==> config.mk <==
export PLATFORM = sky130hd
export DESIGN_NAME = mtct_cfg_regs
export DESIGN_NICKNAME = d
export VERILOG_FILES = /design/src/sv/mtct_pkg.sv /design/src/sv/mtct_cfg_regs.sv
export SDC_FILE = /design/constraint.sdc
export NUM_CORES = 1
export LEC_CHECK = 0
export ABC_AREA = 1
export BUFFER_PORTS_ARGS = -buffer_cell sky130_fd_sc_hd__buf_2
export CAP_MARGIN = 10
export CORE_AREA = 2 2 39 41
export CTS_CLUSTER_DIAMETER = 200
export DETAILED_ROUTE_END_ITERATION = 7
export DIE_AREA = 0 0 41 43
export GPL_TIMING_DRIVEN = 1
export PLACE_DENSITY = 0.37
export RECOVER_POWER = 25
export SYNTH_ARGS = -nofsm -noshare
export SYNTH_HDL_FRONTEND = slang
export SYNTH_SLANG_ARGS = --single-unit
==> constraint.sdc <==
create_clock -name clk -period 0.8 [get_ports clk]
set_input_delay 0 -clock clk [delete_from_list [all_inputs] [get_ports clk]]
set_output_delay 0 -clock clk [all_outputs]
set_load 0.02 [all_outputs]
==> src/sv/mtct_pkg.sv <==
package mtct_pkg;

    localparam int NUM_THREADS   = 8;
    localparam int WORD_BITS     = 32;
    localparam int IN_BITS       = NUM_THREADS * WORD_BITS;
    localparam int OUT_DATA_BITS = ((NUM_THREADS * WORD_BITS + 1 + 7) / 8) * 8;
    localparam int PAD_BITS      = OUT_DATA_BITS - NUM_THREADS * WORD_BITS - 1;

    localparam logic [0:0] REG_THREAD_COUNT    = 1'b0;
    localparam logic [0:0] REG_BITS_PER_SAMPLE = 1'b1;

    localparam logic [1:0] THREAD_COUNT_RESET    = 2'd0;
    localparam logic [2:0] BITS_PER_SAMPLE_RESET = 3'd1;

    typedef logic [NUM_THREADS-1:0][WORD_BITS-1:0] word_array_t;

    typedef struct packed {
        logic [1:0] thread_count_log2;
        logic [2:0] bits_per_sample_log2;
    } cfg_t;

    typedef struct packed {
        logic        config_error;
        word_array_t out_words;
    } result_t;

endpackage

==> src/sv/mtct_cfg_regs.sv <==
module mtct_cfg_regs (
    input  logic              clk,
    input  logic              rst_n,
    input  logic              cfg_we,
    input  logic [0:0]        cfg_index,
    input  logic [2:0]        cfg_data,
    output mtct_pkg::cfg_t    cfg
);
    import mtct_pkg::*;

    logic [1:0] thread_count_log2_reg;
    logic [2:0] bits_per_sample_log2_reg;

    always_ff @(posedge clk or negedge rst_n)
    begin
        if (!rst_n)
        begin
            thread_count_log2_reg    <= THREAD_COUNT_RESET;
            bits_per_sample_log2_reg <= BITS_PER_SAMPLE_RESET;
        end
        else if (cfg_we)
        begin
            case (cfg_index)
                REG_THREAD_COUNT:
                begin
                    thread_count_log2_reg <= cfg_data[1:0];
                end
                REG_BITS_PER_SAMPLE:
                begin
                    bits_per_sample_log2_reg <= cfg_data;
                end
                default:
                begin
                end
            endcase
        end
    end

    assign cfg.thread_count_log2    = thread_count_log2_reg;
    assign cfg.bits_per_sample_log2 = bits_per_sample_log2_reg;

endmodule

==> flow_metrics.tcl <==
set metrics [dict create \
    crit_required_ps 800 \
    filler_cell_count 149 \
    place_area_um2 275.3 \
    crit_cells 1 \
    register_area_um2 126.4 \
    overflow 0 \
    leakagePower_uw 0.0001945 \
    netlist_area_um2 200.2 \
    layout.nets 50 \
    wl_per_cell_um 8.759 \
    crit_arrival_ps 880 \
    design_area_um2 365.4 \
    cp_max_fo 2 \
    p_per_area_nw_per_um2 2150 \
    rsz0062_at_grt "true" \
    hold_violations 0 \
    worstMarginPinSlew_ps 256.3 \
    drv_slew 0 \
    endpoint_kind "primary output" \
    relSlewSlack_pct 82.91 \
    critPathBufInv 1 \
    start_util_pct 14.47 \
    drt-total-wl_um 508 \
    largest_register_ffs 3 \
    r2r_cells 3 \
    first_pass_iters 4 \
    path_class "register to primary output" \
    grt_pass1_wl_um 855 \
    clkTransAtPathRegs_ps 40 \
    syn_to_final_growth_pct 82.50 \
    timing.rr.start "bits_per_sample_log2_reg[2]" \
    ios 12 \
    cts_buffer_depth 2 \
    drc 0 \
    cts_max_level 1 \
    clock_skew_ps 0 \
    fin_crit_sh_pct 110.3 \
    ir_drop_v 0.0009522 \
    seq_area_frac_synth_pct 63.13 \
    critPathSlowestCell "dfstp_2" \
    io_buffers 11 \
    clkLatencyLatePin_ps 240 \
    multi_input_area_um2 70.07 \
    cp-endpoint "cfg[0]" \
    max_stage_delay_ps 530 \
    fmax_mhz 1133 \
    status "complete, but fails checks" \
    cts_sinks 5 \
    path_cells "buf_6" \
    synth_area_per_cell_um2 8.704 \
    crit_path_start_kind "register" \
    grt_pass1_vias 212 \
    ys_warn_count 0 \
    num_antenna_cells 0 \
    yosys_register_bits 5 \
    cts_tree "done" \
    finalWeightedCongestion 0.6208 \
    numCtsBuffers 3 \
    timing.hold.ws_ps 24.16 \
    startpoint "bits_per_sample_log2_reg[0]" \
    violations "negative setup slack" \
    path_delay_family "flip-flops" \
    final_common_cell "nand2_1" \
    ys_types 5 \
    final_cell_mix "nand2_1, nand3_1, buf_2" \
    antenna_left 0 \
    core_um2 1384 \
    reg2reg_slack_ps 90 \
    fin_ws_ps -82.61 \
    dp_hpwl_um 394 \
    track_usage_pct 8.089 \
    die_w_um 41 \
    synthCells 23 \
    drtIter0Drc 5 \
    die_h_um 43 \
    drv_cap 0 \
    cts.root.buffer_cell "clkbuf_4" \
    vias 233 \
    setup_violations 1 \
    period_needed_ps 882.6 \
    hp-class "primary input to register" \
    drive_gt1_share_pct 35.71 \
    r2r-end "bits_per_sample_log2_reg[2]" \
    viasPerCell 4.017 \
    dieArea_um2 1763 \
    synth.net_count 30 \
    grt_max_degree 8 \
    row_count 14 \
    antenna_found_initial 0 \
]
[synth_stat cells (all sizes together)]
master,instances,share of area [%]
inv,1,1.9
dfrtp,4,50
nand2,12,22
nand3,5,12
dfstp,1,13
[report_power, final]
part / internal [µW] / switching, µW
registers: 291 / 22.5
logic: 97.0 / 94.5
clock network: 188 / 92.8
[worst min-delay path, cell delays in order]
cell and delay (ps):
buf_2 90, nand3_1 70, nand2_1 60
[metrics by stage]
stage | util (%) | power (µW) | setup WS [ps] | TNS (ps) | instances
4_1_cts | 24.41 | 769.4 | -102.0 | -102.0 | 57
3_3_place_gp | 19.89 | 442.5 | 140.6 | 0 | 50
2_1_floorplan | - | 382.4 | 65.88 | 0 | 23
3_5_place_dp | 19.89 | 449.4 | 121.7 | 0 | 50
6_report | 26.40 | 785.5 | -82.61 | -82.61 | 58
5_1_grt | 26.40 | 860.5 | -120.2 | -142.1 | 58
[routing by layer]
layer  wire length (µm)  track usage (%)
met1                220            9.211
met2                194            8.750
met3                 93            9.424
met4                  0            4.000
met5                  0                0
[logic make-up (layout without fill, tap and decap cells)]
kind of cell	count (synthesis)	in the layout	share of synthesized area [%]
simple gates	17	17	35.00
buf+inv	1	20	1.873
flops	5	5	63.13
[final cells by class]
| type | instances | area share (%) |
|---|---|---|
| tap | 16 | 5.479 |
| timing repair buffer | 15 | 32.53 |
| clock buffer | 4 | 7.192 |
| multi-input combinational | 17 | 19.18 |
| inverter | 1 | 1.027 |
| sequential | 5 | 34.59 |
[worst min-delay path by stage]
| stage | from | endpoint | slack [ps] | cells past startpoint |
|---|---|---|---|---|
| 5_1_grt | cfg_data[1] | thread_count_log2_reg[1] | 20 | 3 |
| 2_1_floorplan | rst_n | bits_per_sample_log2_reg[1] | -300 | 0 |
| 4_1_cts | cfg_data[1] | thread_count_log2_reg[1] | 10 | 3 |
| 6_report | cfg_data[1] | bits_per_sample_log2_reg[1] | 20 | 3 |
| 3_5_place_dp | rst_n | bits_per_sample_log2_reg[2] | -180 | 1 |
| 3_3_place_gp | rst_n | bits_per_sample_log2_reg[2] | -190 | 1 |
[what timing repair did]
action,4_1_cts,5_1_grt
pin swaps,0,0
hold buffers,3,0
setup endpoints to repair,1,5
setup buffers,0,1
resized for setup,2,7
endpoints found under the hold margin,7,0
Power figures use the tool's default switching activity.
